**src/rtl/ksle_pkg.sv**
```systemverilog
// ----------------------------------------------------------------------------
// ksle_pkg
// shared types, codes and key maps of the scancode line editor
// ----------------------------------------------------------------------------
package ksle_pkg;

    localparam int OP_W    = 2;
    localparam int SC_W    = 8;
    localparam int IDX_W   = 10;
    localparam int KIND_W  = 2;
    localparam int CHAR_W  = 8;
    localparam int LEN_W   = 11;
    localparam int KEY_SPAN = 58;

    // input op codes
    localparam logic [OP_W-1:0] OP_SCAN  = 2'd0;
    localparam logic [OP_W-1:0] OP_READ  = 2'd1;
    localparam logic [OP_W-1:0] OP_CLEAR = 2'd2;

    // result kinds
    localparam logic [KIND_W-1:0] KIND_STATUS = 2'd0;
    localparam logic [KIND_W-1:0] KIND_ECHO   = 2'd1;
    localparam logic [KIND_W-1:0] KIND_ERASE  = 2'd2;

    // set 1 make codes with a special meaning
    localparam logic [SC_W-1:0] SC_BACKSPACE = 8'd14;
    localparam logic [SC_W-1:0] SC_CAPS      = 8'd58;
    localparam logic [SC_W-1:0] SC_LSHIFT    = 8'd42;
    localparam logic [SC_W-1:0] SC_RSHIFT    = 8'd54;
    localparam logic [SC_W-1:0] SC_CTRL      = 8'd29;
    localparam logic [SC_W-1:0] SC_ENTER     = 8'd28;
    localparam int              RELEASE_BIT  = 7;

    localparam logic [CHAR_W-1:0] CH_NEWLINE = 8'h0a;
    localparam logic [CHAR_W-1:0] CH_CARET   = 8'h5e;

    // table select
    localparam logic [1:0] MAP_PLAIN = 2'd0;
    localparam logic [1:0] MAP_UPPER = 2'd1;
    localparam logic [1:0] MAP_CTRL  = 2'd2;

    localparam logic [CHAR_W-1:0] PLAIN_MAP [KEY_SPAN] = '{
        8'h00, 8'h00, 8'h31, 8'h32, 8'h33, 8'h34, 8'h35, 8'h36, 8'h37, 8'h38,
        8'h39, 8'h30, 8'h2d, 8'h3d, 8'h00, 8'h00,
        8'h71, 8'h77, 8'h65, 8'h72, 8'h74, 8'h79, 8'h75, 8'h69, 8'h6f, 8'h70,
        8'h5b, 8'h5d, 8'h0a, 8'h00,
        8'h61, 8'h73, 8'h64, 8'h66, 8'h67, 8'h68, 8'h6a, 8'h6b, 8'h6c, 8'h3b,
        8'h27, 8'h60, 8'h00, 8'h5c,
        8'h7a, 8'h78, 8'h63, 8'h76, 8'h62, 8'h6e, 8'h6d, 8'h2c, 8'h2e, 8'h2f,
        8'h00, 8'h00, 8'h00, 8'h20};

    localparam logic [CHAR_W-1:0] UPPER_MAP [KEY_SPAN] = '{
        8'h00, 8'h00, 8'h21, 8'h40, 8'h23, 8'h24, 8'h25, 8'h5e, 8'h26, 8'h2a,
        8'h28, 8'h29, 8'h5f, 8'h2b, 8'h00, 8'h00,
        8'h51, 8'h57, 8'h45, 8'h52, 8'h54, 8'h59, 8'h55, 8'h49, 8'h4f, 8'h50,
        8'h7b, 8'h7d, 8'h0a, 8'h00,
        8'h41, 8'h53, 8'h44, 8'h46, 8'h47, 8'h48, 8'h4a, 8'h4b, 8'h4c, 8'h3a,
        8'h22, 8'h7e, 8'h00, 8'h7c,
        8'h5a, 8'h58, 8'h43, 8'h56, 8'h42, 8'h4e, 8'h4d, 8'h3c, 8'h3e, 8'h3f,
        8'h00, 8'h00, 8'h00, 8'h20};

    localparam logic [CHAR_W-1:0] CTRL_MAP [KEY_SPAN] = '{
        8'h00, 8'h00, 8'h31, 8'h32, 8'h33, 8'h34, 8'h35, 8'h36, 8'h37, 8'h38,
        8'h39, 8'h30, 8'h2d, 8'h3d, 8'h00, 8'h00,
        8'h51, 8'h57, 8'h45, 8'h52, 8'h54, 8'h59, 8'h55, 8'h49, 8'h4f, 8'h50,
        8'h5b, 8'h5d, 8'h0a, 8'h00,
        8'h41, 8'h53, 8'h44, 8'h46, 8'h47, 8'h48, 8'h4a, 8'h4b, 8'h4c, 8'h3b,
        8'h27, 8'h60, 8'h00, 8'h5c,
        8'h5a, 8'h58, 8'h43, 8'h56, 8'h42, 8'h4e, 8'h4d, 8'h2c, 8'h2e, 8'h2f,
        8'h00, 8'h00, 8'h00, 8'h20};

    // work handed from the decode side to the line side
    typedef enum logic [2:0] {
        CMD_STATUS,
        CMD_READ,
        CMD_CLEAR,
        CMD_BKSP,
        CMD_APPEND1,
        CMD_APPEND2
    } t_cmd_op;

    typedef struct packed {
        t_cmd_op            op;
        logic [CHAR_W-1:0]  c0;
        logic [CHAR_W-1:0]  c1;
        logic [IDX_W-1:0]   idx;
    } t_cmd;

    // codes above the table span map to zero
    function automatic logic [CHAR_W-1:0] map_key(input logic [SC_W-1:0] sc,
                                                  input logic [1:0] sel);
        logic [5:0]        k;
        logic [CHAR_W-1:0] c;
        k = sc[5:0];
        c = '0;
        if (sc < SC_W'(KEY_SPAN)) begin
            case (sel)
                MAP_PLAIN: c = PLAIN_MAP[k];
                MAP_UPPER: c = UPPER_MAP[k];
                MAP_CTRL:  c = CTRL_MAP[k];
                default:   c = '0;
            endcase
        end
        return c;
    endfunction

endpackage

```
**src/rtl/ksle_queue.sv**
```systemverilog
// ----------------------------------------------------------------------------
// ksle_queue
// two-entry command queue between the decode side and the line side
// ----------------------------------------------------------------------------
module ksle_queue
    import ksle_pkg::*;
(
    input  logic    i_clk,
    input  logic    i_rst_n,
    input  logic    i_push,
    input  t_cmd    i_cmd,
    output logic    o_full,
    output logic    o_valid,
    output t_cmd    o_cmd,
    input  logic    i_pop
);

    t_cmd       r_slot [2];
    logic       r_wr_ptr, r_rd_ptr;
    logic [1:0] r_count;
    logic       do_push, do_pop;

    assign o_full  = (r_count == 2'd2);
    assign o_valid = (r_count != 2'd0);
    assign o_cmd   = r_slot[r_rd_ptr];
    assign do_push = i_push && !o_full;
    assign do_pop  = i_pop && o_valid;

    always_ff @(posedge i_clk) begin
        if (do_push) begin
            r_slot[r_wr_ptr] <= i_cmd;
        end
    end

    always_ff @(posedge i_clk) begin
        if (!i_rst_n) begin
            r_wr_ptr <= 1'b0;
            r_rd_ptr <= 1'b0;
            r_count  <= 2'd0;
        end else begin
            if (do_push) begin
                r_wr_ptr <= !r_wr_ptr;
            end
            if (do_pop) begin
                r_rd_ptr <= !r_rd_ptr;
            end
            case ({do_push, do_pop})
                2'b10:   r_count <= r_count + 2'd1;
                2'b01:   r_count <= r_count - 2'd1;
                default: r_count <= r_count;
            endcase
        end
    end

endmodule

```
**config.mk**
```make
export PLATFORM = sky130hd
export DESIGN_NAME = ksle_queue
export DESIGN_NICKNAME = d
export VERILOG_FILES = /design/src/rtl/ksle_pkg.sv /design/src/rtl/ksle_queue.sv
export SDC_FILE = /design/constraint.sdc
export NUM_CORES = 1
export LEC_CHECK = 0
export BUFFER_PORTS_ARGS = -buffer_cell sky130_fd_sc_hd__buf_2
export CAP_MARGIN = 25
export CELL_PAD_IN_SITES_DETAIL_PLACEMENT = 0
export CELL_PAD_IN_SITES_GLOBAL_PLACEMENT = 1
export CORE_MARGIN = 8
export CORE_UTILIZATION = 46
export DETAILED_ROUTE_END_ITERATION = 6
export HOLD_SLACK_MARGIN = 0.06
export PLACE_DENSITY_LB_ADDON = 0.1
export REMOVE_ABC_BUFFERS = 1
export SKIP_CTS_REPAIR_TIMING = 1
export SLEW_MARGIN = 20
export SYNTH_ARGS = -nofsm -noshare
export SYNTH_HDL_FRONTEND = slang
export SYNTH_SLANG_ARGS = --single-unit
```
**constraint.sdc**
```tcl
create_clock -name i_clk -period 3.4 [get_ports i_clk]
set_input_delay 0.17 -clock i_clk [delete_from_list [all_inputs] [get_ports i_clk]]
set_output_delay 0.17 -clock i_clk [all_outputs]
set_load 0.01 [all_outputs]
```
* After elaboration in Yosys (flattened, before gate mapping) *
Memory sizes are Yosys's and may differ from the RTL's. A register that Yosys moved wholly into a read port is not among the register bits.
Cells that the tools add are included.

storage, ports and cells
  word-level logic and storage cells = 21
  output and inout port bits = 31
  input bits = 33
  memories = 1
  flip-flop bits (word level) = 4
  bits in writable memories = 58

operators by class
  eq/ne operators = 3
  multiplexer cells = 5
  add/sub/neg operators = 2
  reduce and logical (&&, ||, !) cells = 7

memory list
  memory  words  width  rd ports  clocked after memory_dff  write ports  RTL line          RTL
  r_slot  2      29     1         1                         1            ksle_queue.sv:18  t_cmd r_slot [2];

operators by type and width
  kind                                                                count
  2-bit == test, second input constant                                2
  1-bit two-way mux                                                   4
  2-bit one-hot mux with 2 select lines                               1
  2-bit nonzero test                                                  2
  1-bit zero test                                                     3
  2-bit by 1-bit adder with 2-bit output, second input constant       1
  2-bit by 1-bit == test with 1-bit output, second input constant     1
  1-bit logical AND                                                   2
  2-bit by 1-bit subtractor with 2-bit output, second input constant  1

* Longest topological paths before layout *
  depth in word-level cells = 5
  depth in mapped cells = 6
  depth with buffers taken out = 6

* Worst setup path before layout *
Ideal clock, no wire load.

  kind = reg2reg
  start point = register r_count[0]
  end point = memory r_slot[0][0] in the netlist's numbering, enable pin
  stages on the path, launching flop included = 5
  path buffers = 0
  setup time = 384 ps
  arrival time = 1,493 ps
  required time = 3,016 ps
  slack = 1,523 ps
  clock period less this slack = 1,877 ps
  cell sequence = dfxtp_1 nand2b_2 inv_2 or3_1 inv_1

on the way
  longest elaborated chain between the ends = 5

ends and longest elaborated chain
  element                                  RTL line          RTL
  start, declared                          ksle_queue.sv:20  logic [1:0] r_count;
  start signal, assigned                   ksle_queue.sv:48  2'b10: r_count <= r_count + 2'd1;
  start signal, assigned                   ksle_queue.sv:49  2'b01: r_count <= r_count - 2'd1;
  start signal, assigned                   ksle_queue.sv:50  default: r_count <= r_count;
  2-bit == test                            ksle_queue.sv:23  assign o_full = (r_count == 2'd2);
  net o_full                               ksle_queue.sv:12  output logic o_full,
  1-bit zero test                          ksle_queue.sv:26  assign do_push = i_push && !o_full;
  1-bit logical AND                        ksle_queue.sv:26
  1-bit two-way mux                        ksle_queue.sv:30  if (do_push) begin
  1-bit two-way mux (implied by the code)  ksle_queue.sv:31  r_slot[r_wr_ptr] <= i_cmd;
  end, declared                            ksle_queue.sv:18

The timed path passes the listed nets, and every way through them passes these cells.

==> results.sh <==
export IMPL_status="completed"
export IMPL_initialDrtViolationCount=43
export IMPL_hpwl_mm=2.96
export IMPL_yosysUniqueCellTypes=18
export IMPL_drv_cap=0
export IMPL_syn_to_final_growth_pct=37.9
export IMPL_setup_viol=0
export IMPL_via_per_inst=4.60
export IMPL_power_density_mw_per_mm2=698
export IMPL_initial_utilization_pct=46.7
export IMPL_rsz0062_at_grt="false"
export IMPL_path_max_fanout=17
export IMPL_die_x_um=87.1
export IMPL_finalMaxSlewViolations=0
export IMPL_gr_total_overflow=0
export IMPL_clk_pin_slew_ps=60
export IMPL_synthesis_area_sq_mm=0.00232
export IMPL_cts_num_sinks=63
export IMPL_critical_path_class="reg2out"
export IMPL_period_minus_slack_ps=2080
export IMPL_cts_tree="done"
export IMPL_antennaDiodeCount=0
export IMPL_hold_ws_ps=106
export IMPL_core_sq_mm=0.00498
export IMPL_drive_above_1_share_pct=49.1
export IMPL_setup_worst_path_end_class="output port"
export IMPL_max_freq_mhz=480
export IMPL_synth_seq_cells=63
export IMPL_first_global_vias=1413
export IMPL_dieArea_sq_mm=0.00758
export IMPL_die_h_um=87.1
export IMPL_drt_pass1_iterations=4
export IMPL_tns_ps=0
export IMPL_netlist_top_cells_area="edfxtp_1, mux2_2, dfxtp_1"
export IMPL_clk_latency_ps=330
export IMPL_utilization_pct=64.3
export IMPL_avgSynthCellArea_sq_um=20.0
export IMPL_worstMarginPinSlew_ps=592
export IMPL_grt_max_degree=30
export IMPL_slew_headroom_pct=60.5
export IMPL_drt_total_wl_mm=4.55
export IMPL_vdd_drop_max_v=0.000498
export IMPL_hold_path_class="in2reg"
export IMPL_synth_top_area_share_pct=75.0
export IMPL_io_pins=64
export IMPL_critPathArrivalTime_ps=1910
export IMPL_drcViolationCount=0
export IMPL_cts_root_buf="clkbuf_8"
export IMPL_ys_warn_count=0
export IMPL_p_leak_nw=1.24
export IMPL_start_kind="register"
export IMPL_synthesis_instances=116
export IMPL_vias=1352
export IMPL_yosysTopAreaCell="edfxtp_1"
export IMPL_hold_viol=0
export IMPL_nets=253
export IMPL_ant_nets=0
export IMPL_cts_root_to_sink_buffers=2
export IMPL_cts_htree_levels=3
export IMPL_finClkSkew_ps=3.87
export IMPL_finalCritPeriodShare_pct=61.3
export IMPL_place_congestion=0.695
export IMPL_grt_pass1_wl_mm=6.71
export IMPL_grt_use_total_pct=12.3
export IMPL_crit_required_ps=3230
export IMPL_fp_row_count=26
export IMPL_cts_buffers=9
export IMPL_seq_area_frac_synth_pct=79.3
export IMPL_antenna_found_initial=0
export IMPL_numPortBuffers=63
export IMPL_routedWlPerCell_um=15.5
## layout by cell type (no fill, tap or decap)
master	count
buf_2	63
edfxtp_1	58
mux2_2	29
dlygate4sd3_1	29
clkbuf_8	9
dfxtp_1	5
xnor2_1	3
clkinv_1	3
buf_4	3
nor2b_1	2
inv_1	2
or3_1	2
o21ai_0	2
a21boi_1	2
clkinv_2	2
o21a_1	1
or2_2	1
nand2b_2	1
inv_2	1
nand2_1	1
and3_1	1
and2_1	1
ha_1	1
bufinv_16	1
clkbuf_1	1
## sequential cells by signal (all words and copies together) (netlist names), named ones only
register	count
r_wr_ptr	1
r_rd_ptr	1
r_count	2
r_slot	58
## layer usage
metal / up-vias / share of wire, % / global-route usage [%] / wire length, um
met1: 651 / 38 / 12.4 / 1730
met3: 6 / 7.1 / 6.60 / 321
met2: 43 / 54 / 20.5 / 2440
met5: - / 0 / 0 / 0
met4: 0 / 1.4 / 5.63 / 63
li1: 652 / - / - / -
## final timing paths
kind | from | end | slack [ps] | depth (start not counted)
max reg2reg | r_count[0] | r_slot[0][18] | 1650 | 5
max | register | o_cmd[17] | 1320 | 3
min reg2reg | r_wr_ptr | r_wr_ptr | 500 | 2
min | i_rst_n | r_count[0] | 110 | 2
## critical path, stage by stage (launching register included)
cell and delay, ps:
dfxtp_1 700, buf_4 370, mux2_2 360, buf_2 150
## cells in the mapped netlist, drive strengths merged
cell / n
xnor2: 3
dfxtp: 5
buf: 3
o21ai: 2
mux2: 29
nand2b: 1
nor2b: 2
edfxtp: 58
o21a: 1
inv: 3
a21boi: 2
ha: 1
nand2: 1
and2: 1
and3: 1
or3: 2
or2: 1
## logic make-up (layout without fill, tap and decap cells)
group | after synthesis | after routing | share of synthesized area, %
xor gates and xnor gates | 3 | 3 | 1.13
adders and majority gates | 1 | 1 | 0.539
buffers and inverters | 6 | 114 | 1.13
muxes | 29 | 29 | 14.1
AOI/OAI and AO/OA | 5 | 5 | 1.40
and+or+nand+nor | 9 | 9 | 2.42
DFF | 63 | 63 | 79.3
## per-stage QoR
step | area, sq um | power (mW) | cells | setup slack [ps]
final | 3200 | 2.24 | 294 | 1320
after global routing | 3200 | 2.35 | 294 | 1230
after CTS | 2910 | 2.24 | 265 | 1280
after detailed placement | 2730 | 1.65 | 249 | 1660
after global placement | 2730 | 1.63 | 249 | 1680
after floorplan | 2310 | 1.41 | 113 | 1520
## layout make-up
cell class	count	area (sq um)
Multi-Input combinational cell	47	454
Tap cell	70	87.6
Timing Repair Buffer	95	628
Sequential cell	63	1840
Fill cell	390	1780
Inverter	3	11.3
Clock inverter	6	51.3
Clock buffer	10	128
## report_power, final
group	internal [mW]	switching (mW)	leakage, nW	total [mW]
Sequential	0.983	0.0600	0.584	1.04
Combinational	0.311	0.296	0.559	0.606
Clock	0.328	0.259	0.0925	0.587
Total	1.62	0.615	1.24	2.24
Note: power is estimated with default switching activity, not from simulation.
