## src/rtl/ksle_pkg.sv

```systemverilog
// ----------------------------------------------------------------------------
// ksle_pkg
// shared types, codes and key maps of the scancode line editor
// ----------------------------------------------------------------------------
package ksle_pkg;

    localparam int OP_W    = 2;
    localparam int SC_W    = 8;
    localparam int IDX_W   = 10;
    localparam int KIND_W  = 2;
    localparam int CHAR_W  = 8;
    localparam int LEN_W   = 11;
    localparam int KEY_SPAN = 58;

    // input op codes
    localparam logic [OP_W-1:0] OP_SCAN  = 2'd0;
    localparam logic [OP_W-1:0] OP_READ  = 2'd1;
    localparam logic [OP_W-1:0] OP_CLEAR = 2'd2;

    // result kinds
    localparam logic [KIND_W-1:0] KIND_STATUS = 2'd0;
    localparam logic [KIND_W-1:0] KIND_ECHO   = 2'd1;
    localparam logic [KIND_W-1:0] KIND_ERASE  = 2'd2;

    // set 1 make codes with a special meaning
    localparam logic [SC_W-1:0] SC_BACKSPACE = 8'd14;
    localparam logic [SC_W-1:0] SC_CAPS      = 8'd58;
    localparam logic [SC_W-1:0] SC_LSHIFT    = 8'd42;
    localparam logic [SC_W-1:0] SC_RSHIFT    = 8'd54;
    localparam logic [SC_W-1:0] SC_CTRL      = 8'd29;
    localparam logic [SC_W-1:0] SC_ENTER     = 8'd28;
    localparam int              RELEASE_BIT  = 7;

    localparam logic [CHAR_W-1:0] CH_NEWLINE = 8'h0a;
    localparam logic [CHAR_W-1:0] CH_CARET   = 8'h5e;

    // table select
    localparam logic [1:0] MAP_PLAIN = 2'd0;
    localparam logic [1:0] MAP_UPPER = 2'd1;
    localparam logic [1:0] MAP_CTRL  = 2'd2;

    localparam logic [CHAR_W-1:0] PLAIN_MAP [KEY_SPAN] = '{
        8'h00, 8'h00, 8'h31, 8'h32, 8'h33, 8'h34, 8'h35, 8'h36, 8'h37, 8'h38,
        8'h39, 8'h30, 8'h2d, 8'h3d, 8'h00, 8'h00,
        8'h71, 8'h77, 8'h65, 8'h72, 8'h74, 8'h79, 8'h75, 8'h69, 8'h6f, 8'h70,
        8'h5b, 8'h5d, 8'h0a, 8'h00,
        8'h61, 8'h73, 8'h64, 8'h66, 8'h67, 8'h68, 8'h6a, 8'h6b, 8'h6c, 8'h3b,
        8'h27, 8'h60, 8'h00, 8'h5c,
        8'h7a, 8'h78, 8'h63, 8'h76, 8'h62, 8'h6e, 8'h6d, 8'h2c, 8'h2e, 8'h2f,
        8'h00, 8'h00, 8'h00, 8'h20};

    localparam logic [CHAR_W-1:0] UPPER_MAP [KEY_SPAN] = '{
        8'h00, 8'h00, 8'h21, 8'h40, 8'h23, 8'h24, 8'h25, 8'h5e, 8'h26, 8'h2a,
        8'h28, 8'h29, 8'h5f, 8'h2b, 8'h00, 8'h00,
        8'h51, 8'h57, 8'h45, 8'h52, 8'h54, 8'h59, 8'h55, 8'h49, 8'h4f, 8'h50,
        8'h7b, 8'h7d, 8'h0a, 8'h00,
        8'h41, 8'h53, 8'h44, 8'h46, 8'h47, 8'h48, 8'h4a, 8'h4b, 8'h4c, 8'h3a,
        8'h22, 8'h7e, 8'h00, 8'h7c,
        8'h5a, 8'h58, 8'h43, 8'h56, 8'h42, 8'h4e, 8'h4d, 8'h3c, 8'h3e, 8'h3f,
        8'h00, 8'h00, 8'h00, 8'h20};

    localparam logic [CHAR_W-1:0] CTRL_MAP [KEY_SPAN] = '{
        8'h00, 8'h00, 8'h31, 8'h32, 8'h33, 8'h34, 8'h35, 8'h36, 8'h37, 8'h38,
        8'h39, 8'h30, 8'h2d, 8'h3d, 8'h00, 8'h00,
        8'h51, 8'h57, 8'h45, 8'h52, 8'h54, 8'h59, 8'h55, 8'h49, 8'h4f, 8'h50,
        8'h5b, 8'h5d, 8'h0a, 8'h00,
        8'h41, 8'h53, 8'h44, 8'h46, 8'h47, 8'h48, 8'h4a, 8'h4b, 8'h4c, 8'h3b,
        8'h27, 8'h60, 8'h00, 8'h5c,
        8'h5a, 8'h58, 8'h43, 8'h56, 8'h42, 8'h4e, 8'h4d, 8'h2c, 8'h2e, 8'h2f,
        8'h00, 8'h00, 8'h00, 8'h20};

    // work handed from the decode side to the line side
    typedef enum logic [2:0] {
        CMD_STATUS,
        CMD_READ,
        CMD_CLEAR,
        CMD_BKSP,
        CMD_APPEND1,
        CMD_APPEND2
    } t_cmd_op;

    typedef struct packed {
        t_cmd_op            op;
        logic [CHAR_W-1:0]  c0;
        logic [CHAR_W-1:0]  c1;
        logic [IDX_W-1:0]   idx;
    } t_cmd;

    // codes above the table span map to zero
    function automatic logic [CHAR_W-1:0] map_key(input logic [SC_W-1:0] sc,
                                                  input logic [1:0] sel);
        logic [5:0]        k;
        logic [CHAR_W-1:0] c;
        k = sc[5:0];
        c = '0;
        if (sc < SC_W'(KEY_SPAN)) begin
            case (sel)
                MAP_PLAIN: c = PLAIN_MAP[k];
                MAP_UPPER: c = UPPER_MAP[k];
                MAP_CTRL:  c = CTRL_MAP[k];
                default:   c = '0;
            endcase
        end
        return c;
    endfunction

endpackage

```

## src/rtl/ksle_if.sv

```systemverilog
// ----------------------------------------------------------------------------
// ksle channel interfaces
// valid/ready channels for key items and result items
// ----------------------------------------------------------------------------
interface ksle_key_if
    import ksle_pkg::*;
();
    logic               valid;
    logic               ready;
    logic [OP_W-1:0]    op;
    logic [SC_W-1:0]    scancode;
    logic [IDX_W-1:0]   read_index;

    modport source (output valid, output op, output scancode, output read_index,
                    input ready);
    modport sink   (input valid, input op, input scancode, input read_index,
                    output ready);
endinterface


```

## src/rtl/ksle_front.sv

```systemverilog
// ----------------------------------------------------------------------------
// ksle_front
// accepts key items, tracks modifier keys and turns each item into a command
// ----------------------------------------------------------------------------
module ksle_front
    import ksle_pkg::*;
(
    input  logic        i_clk,
    input  logic        i_rst_n,
    ksle_key_if.sink    i_key,
    input  logic        i_q_full,
    output logic        o_push,
    output t_cmd        o_cmd
);

    logic r_caps, r_shift, r_ctrl;
    logic n_caps, n_shift, n_ctrl;
    t_cmd cmd;

    assign i_key.ready = !i_q_full;
    assign o_push      = i_key.valid && !i_q_full;
    assign o_cmd       = cmd;

    always_comb begin
        n_caps   = r_caps;
        n_shift  = r_shift;
        n_ctrl   = r_ctrl;
        cmd.op   = CMD_STATUS;
        cmd.c0   = '0;
        cmd.c1   = '0;
        cmd.idx  = i_key.read_index;
        case (i_key.op)
            OP_READ:  cmd.op = CMD_READ;
            OP_CLEAR: cmd.op = CMD_CLEAR;
            OP_SCAN: begin
                if (!i_key.scancode[RELEASE_BIT]) begin
                    if (i_key.scancode == SC_BACKSPACE) begin
                        cmd.op = CMD_BKSP;
                    end else if (i_key.scancode == SC_CAPS) begin
                        n_caps = !r_caps;
                    end else if (i_key.scancode == SC_LSHIFT ||
                                 i_key.scancode == SC_RSHIFT) begin
                        n_shift = 1'b1;
                    end else if (i_key.scancode == SC_CTRL) begin
                        n_ctrl = 1'b1;
                    end else if (i_key.scancode == SC_ENTER) begin
                        cmd.op = CMD_APPEND1;
                        cmd.c0 = CH_NEWLINE;
                    end else if (r_ctrl) begin
                        // caret first, then the ctrl table character
                        cmd.op = CMD_APPEND2;
                        cmd.c0 = CH_CARET;
                        cmd.c1 = map_key(i_key.scancode, MAP_CTRL);
                        n_ctrl = 1'b0;
                    end else begin
                        cmd.op = CMD_APPEND1;
                        if (r_shift) begin
                            cmd.c0  = map_key(i_key.scancode, MAP_UPPER);
                            n_shift = 1'b0;
                        end else if (r_caps) begin
                            cmd.c0 = map_key(i_key.scancode, MAP_UPPER);
                        end else begin
                            cmd.c0 = map_key(i_key.scancode, MAP_PLAIN);
                        end
                    end
                end
            end
            default: cmd.op = CMD_STATUS;
        endcase
    end

    always_ff @(posedge i_clk) begin
        if (!i_rst_n) begin
            r_caps  <= 1'b0;
            r_shift <= 1'b0;
            r_ctrl  <= 1'b0;
        end else if (o_push) begin
            r_caps  <= n_caps;
            r_shift <= n_shift;
            r_ctrl  <= n_ctrl;
        end
    end

endmodule

```

## src/flat_wrapper.sv

```systemverilog
// flat-port wrapper written by rule: the top's interface ports become plain ports
module ksle_front_flat import ksle_pkg::*;
  (i_clk, i_rst_n, i_q_full, o_push, o_cmd, i_key_valid, i_key_op, i_key_scancode, i_key_read_index, i_key_ready);
  ksle_key_if i_key_i ();
  input  logic i_clk;
  input  logic i_rst_n;
  input  logic i_q_full;
  output logic o_push;
  output t_cmd o_cmd;
  input wire logic [$bits(i_key_i.valid)-1:0] i_key_valid;
  input wire logic [$bits(i_key_i.op)-1:0] i_key_op;
  input wire logic [$bits(i_key_i.scancode)-1:0] i_key_scancode;
  input wire logic [$bits(i_key_i.read_index)-1:0] i_key_read_index;
  output wire logic [$bits(i_key_i.ready)-1:0] i_key_ready;
  assign i_key_i.valid = i_key_valid;
  assign i_key_i.op = i_key_op;
  assign i_key_i.scancode = i_key_scancode;
  assign i_key_i.read_index = i_key_read_index;
  assign i_key_ready = i_key_i.ready;
  ksle_front u_core (.i_clk(i_clk), .i_rst_n(i_rst_n), .i_key(i_key_i), .i_q_full(i_q_full), .o_push(o_push), .o_cmd(o_cmd));
endmodule
```

## config.mk

```make
export PLATFORM = sky130hd
export DESIGN_NAME = ksle_front_flat
export DESIGN_NICKNAME = d
export VERILOG_FILES = /design/src/rtl/ksle_pkg.sv /design/src/rtl/ksle_if.sv /design/src/rtl/ksle_front.sv /design/src/flat_wrapper.sv
export SDC_FILE = /design/constraint.sdc
export NUM_CORES = 1
export LEC_CHECK = 0
export BUFFER_PORTS_ARGS = -buffer_cell sky130_fd_sc_hd__buf_4
export CORE_MARGIN = 8
export CORE_UTILIZATION = 45
export CTS_BUF_LIST = sky130_fd_sc_hd__clkbuf_8
export CTS_CLUSTER_SIZE = 20
export DETAILED_ROUTE_END_ITERATION = 8
export PLACE_DENSITY = 0.76
export SYNTH_ARGS = -nofsm -noshare
export SYNTH_HDL_FRONTEND = slang
export SYNTH_SLANG_ARGS = --single-unit
```

## constraint.sdc

```tcl
create_clock -name i_clk -period 3.4 [get_ports i_clk]
set_input_delay 0.51 -clock i_clk [delete_from_list [all_inputs] [get_ports i_clk]]
set_output_delay 0.51 -clock i_clk [all_outputs]
set_load 0.02 [all_outputs]
```

# Yosys cells after proc, flatten, opt, wreduce, memory -nomap -nowiden

Memory sizes are Yosys's and may differ from the RTL's.
Index checks and enable logic that the tools add are counted.

Magnitude comparators: 2
Equality and inequality tests: 12
Muxes and demuxes: 29
Bitwise gates (word level): 5
Reductions and logical operators: 8

Operators with widths:

| operator           | number |
|---|---|
| $mux 8             | 13 |
| $mux 19            | 4 |
| $mux 16            | 2 |
| $eq 8x6->1 const B | 3 |
| $eq 8x5->1 const B | 2 |
| $mux 11            | 1 |
| $mux 9             | 1 |
| $pmux 3 s3         | 1 |
| $eq 8x4->1 const B | 1 |
| $lt 8x6->1 const B | 1 |
| $reduce_and 8->1   | 1 |
| $ge 7x7->1 const B | 1 |
| $not 6->7          | 1 |
| $reduce_and 7->1   | 1 |
| $mux 1             | 6 |
| $ne 2x1->1 const B | 3 |
| $reduce_and 5->1   | 1 |
| $not 1->1          | 4 |
| $mux 3             | 1 |
| $eq 2x1->1 const B | 1 |
| $eq 2x2->1 const B | 1 |
| $logic_not 1->1    | 2 |
| $logic_not 2->1    | 1 |
| $ne 2x2->1 const B | 1 |
| 2 further kinds    | 2 |

Register bits: 3
ROM bits: 1536
Input bits: 24
Output and inout port bits: 31
Logic and storage cells: 62
Memories: 3

Memory list:

| name            | depth | bits a word | read ports | clocked after memory_dff | write ports | RTL line        | RTL |
|---|---|---|---|---|---|---|---|
| (no name shown) | 64    | 8           | 1          | 0                        | 0           | ksle_pkg.sv:98  | `MAP_PLAIN: c = PLAIN_MAP[k];` |
| (no name shown) | 64    | 8           | 1          | 0                        | 0           | ksle_pkg.sv:100 | `MAP_CTRL: c = CTRL_MAP[k];` |
| (no name shown) | 64    | 8           | 1          | 0                        | 0           | ksle_pkg.sv:99  | `MAP_UPPER: c = UPPER_MAP[k];` |

# Longest topological paths before layout

Depth after elaboration: 15
Depth in mapped cells: 9
Mapped depth without buffers: 7

# Least setup slack after synthesis

Ideal clock, no wire load.

Path kind: input to output
Start: input i_key_scancode[0]
End: output o_cmd[18] (netlist bit)
Arrival: 2935 ps
Data required time: 2890 ps
Path slack: -45 ps
Stages: 9
Path buffers: 2
Cells stage by stage: clkbuf_1 > inv_1 > ha_1 > or3b_1 > buf_6 > a211oi_2 > nor3_2 > nand4b_1 > a2111oi_1

RTL lines:

| what               | RTL line           | RTL |
|---|---|---|
| start: declaration | flat_wrapper.sv:12 | `input wire logic [$bits(i_key_i.scancode)-1:0] i_key_scancode;` |
| end: declaration   | flat_wrapper.sv:9  | `output t_cmd o_cmd;` |

==> impl_results.md <==
- Vias: approximately 2,300
- Post-CTS Hold Buffers: 0
- Max cap viols: 0
- CTS Buffer Depth: 2
- Setup Viol. Count Final: 0
- Reg clk slew, reported paths: ~30 ps
- Slowest cell on crit path: or4b_1
- Crit Path Max Fanout: 19
- Max Clock Freq: ~310 MHz
- Final instance area: ~2200 sq um
- Period utilization: 0.939
- Placed Instances: roughly 340
- Chip width: 82.0 um
- Critical Path Sink Type: output port
- Layout net count: 334
- All-layer global routing usage: 0.200
- CTS Root Buffer Type: clkbuf_8
- Core ar.: around 4300 sq um
- Worst Setup Start Kind: input pin
- Clock Skews: between 0.02 and 0.025 ps
- Fin crit period: 3190 ps
- IO Port Bufs: 32
- Final Max Slew Viols: 0
- Post-synth EDFFs: 0
- Resized cells post-CTS: 0
- Final std cells w/o fill: ~350
- Worst vdd ir: roughly 0.090 mV
- Synth Cell Area: 1960 sq um
- Grt ovf: 0
- Worst R2R Setup Slack: between 2000 and 2500 ps
- WP data arrival: between 2000 and 3000 ps
- Initial antenna violation count: 0
- Final hold violations: 0
- Post-synth top flop: dfxtp_1
- Static leakage: roughly 0.90 nW
- Slew margin rel.: 0.628
- Yosys warning total: 0
- Num CTS Buffers: 3
- Area after DPL: between 2000 and 2500 sq um
- Worst path cell trace: buf_4 > inv_1 > ha_1 > inv_1 > or4b_1 > nand2b_2 > a31oi_1 > a211oi_2 > buf_4
- Dpl hpwl: 5080 um
- Vias/cell: between 6 and 7
- Path type of the worst min-delay path: input pin to flop
- Ant diodes: 0
- Largest net degree at the start of global routing: 42
- Async set or reset register ratio after synthesis: 0
- Post-DR wirelength/cell: ~19 um
- Gate count of the mapped netlist: between 200 and 300
- RSZ-0062 raised after global routing: no
- Fraction of layout cells with a size suffix above 1: 0.243
- Max stage delay on crit path: 710 ps
- Routed Antenna Nets: 0
- Clk_lat worst skew: between 200 and 250 ps
- Worst Path Required: about 2900 ps
- P&R area growth vs syn: 11.3%
- Critical path class: input pin to output port
- Setup bufs post-CTS: 0
- Iter 0 DRT Violations: between 200 and 300
- Die ar.: between 6000 and 7000 sq um
- Die Ht: slightly above 80 um
- Pwr dens: 165 nW/um^2
- Netlist cell types: slightly below 70
- Initial Utilization: 0.460
- Seq/Total Area, Yosys: 0.0306
- Post-synthesis register bit count: 3
- Outcome: finished clean
- TritonCTS clock tree: built
- Drt total wl: ~6800 um
- Vias in the first global route: 2,148
- First-pass GRT wire length: around 11,000 um
- I/O pins: 55
- DRC Markers: 0
- CTS sink cnt: 3
- Site row count: 24
- CTS H-tree depth: 1
- Placer Congestion: ~0.99
- Pre-Repair DR Iteration Count: 5
- Mean Syn Cell Area: around 6.9 sq um
- Worst-Margin Slew: approximately 560 ps
- Filler Cell Count: 450
[stage by stage]
stage                     setup TNS [ps]  hold WS (ps)  utilization  total power, mW  setup slack (ps)
after floorplan                    -5.43           581            -            0.208             -2.72
after global placement                 0           627        0.500            0.250               249
after detailed placement               0           634        0.500            0.250               186
after CTS                              0           540        0.510            0.356               175
after global routing                   0           544        0.512            0.386              73.4
final                                  0           544        0.512            0.360               206
[placed cells by master, fill, tap and decap left out, types with 6 or more instances in the layout]
cell type  netlist  layout
buf_4           15      44
nor2_1          32      32
nand2_1         17      17
a21oi_1         16      16
nor3_1          15      15
ha_1            13      13
inv_1            9      10
nand2b_1        10      10
nor2b_1          8       8
o21ai_0          8       8
nand3_1          7       7
a311oi_1         7       7
mux2i_1          6       6
[worst max-delay path, delay by kind of cell]
| family | cells | cell delay, ps |
|---|---|---|
| AOI/OAI and AO/OA | 2 | 300 |
| adders and majority gates | 1 | 320 |
| buffers and inverters | 4 | 650 |
| and+or+nand+nor | 2 | 880 |
[sequential cells by signal (all words and copies together), names as in the netlist]
signal          cells
u_core.r_caps       1
u_core.r_ctrl       1
u_core.r_shift      1
[Yosys cell counts, drive strengths merged (4+ instances only)]
cell | count | area [sq um]
nor3 | 16 | 85.1
nor2 | 32 | 120
nand2b | 12 | 85.1
nand2 | 18 | 70.1
nor4b | 4 | 47.6
o31ai | 5 | 42.5
a21oi | 16 | 80.1
a211oi | 7 | 67.6
ha | 13 | 163
mux2i | 6 | 60.1
a31oi | 5 | 31.3
and2 | 4 | 30.0
or2 | 6 | 37.5
buf | 29 | 194
nor2b | 8 | 50.1
o21ai | 8 | 40.0
o211ai | 5 | 37.5
o311ai | 4 | 35.0
nand3 | 7 | 35.0
clkbuf | 8 | 40.0
a311oi | 8 | 76.3
a21o | 4 | 30.0
inv | 9 | 33.8
[cell families after synthesis]
kind of cell             Yosys count  share of synthesized area
AND/OR/NAND/NOR                  126                      0.362
AO/OA/AOI/OAI                     81                      0.311
buffers and inverters             47                      0.138
adder cells (fa/ha/maj)           13                     0.0830
multiplexers                      10                     0.0593
XOR/XNOR                           3                     0.0134
flip-flops                         3                     0.0306
other                              1                    0.00191
[power by group]
part / switching (mW) / total [mW] / internal (mW)
Clock: 0.0260 / 0.103 / 0.0771
Combinational: 0.137 / 0.221 / 0.0846
Sequential: 0.0000153 / 0.0355 / 0.0354
Total: 0.163 / 0.360 / 0.197
[path summary, 6_finish.rpt]
path / startpoint / to / cells past startpoint
worst max-delay path: i_key_scancode[1] / o_cmd[19] / 9
worst min-delay path: i_rst_n / u_core.r_caps / 2
worst max register to register: u_core.r_ctrl / u_core.r_shift / 3
worst min register to register: u_core.r_ctrl / u_core.r_ctrl / 2
[layer usage]
| metal | up-vias | track usage | part of all wire |
|---|---|---|---|
| li1 | 1059 | - | - |
| met1 | 1085 | 0.257 | 0.42 |
| met2 | 168 | 0.313 | 0.44 |
| met3 | 25 | 0.0306 | 0.10 |
| met4 | 0 | 0.104 | 0.036 |
| met5 | - | 0 | 0 |
[cell type report]
| class | count | area [sq um] | share of cell area |
|---|---|---|---|
| Multi-Input combinational cell | 235 | 1640 | 0.753 |
| Timing Repair Buffer | 44 | 330 | 0.151 |
| Sequential cell | 3 | 60.1 | 0.0275 |
| Tap cell | 52 | 65.1 | 0.0298 |
| Inverter | 10 | 37.5 | 0.0172 |
| Clock inverter | 1 | 3.75 | 0.00172 |
| Clock buffer | 3 | 41.3 | 0.0189 |
No activity file was read; power rests on OpenSTA's default activity.
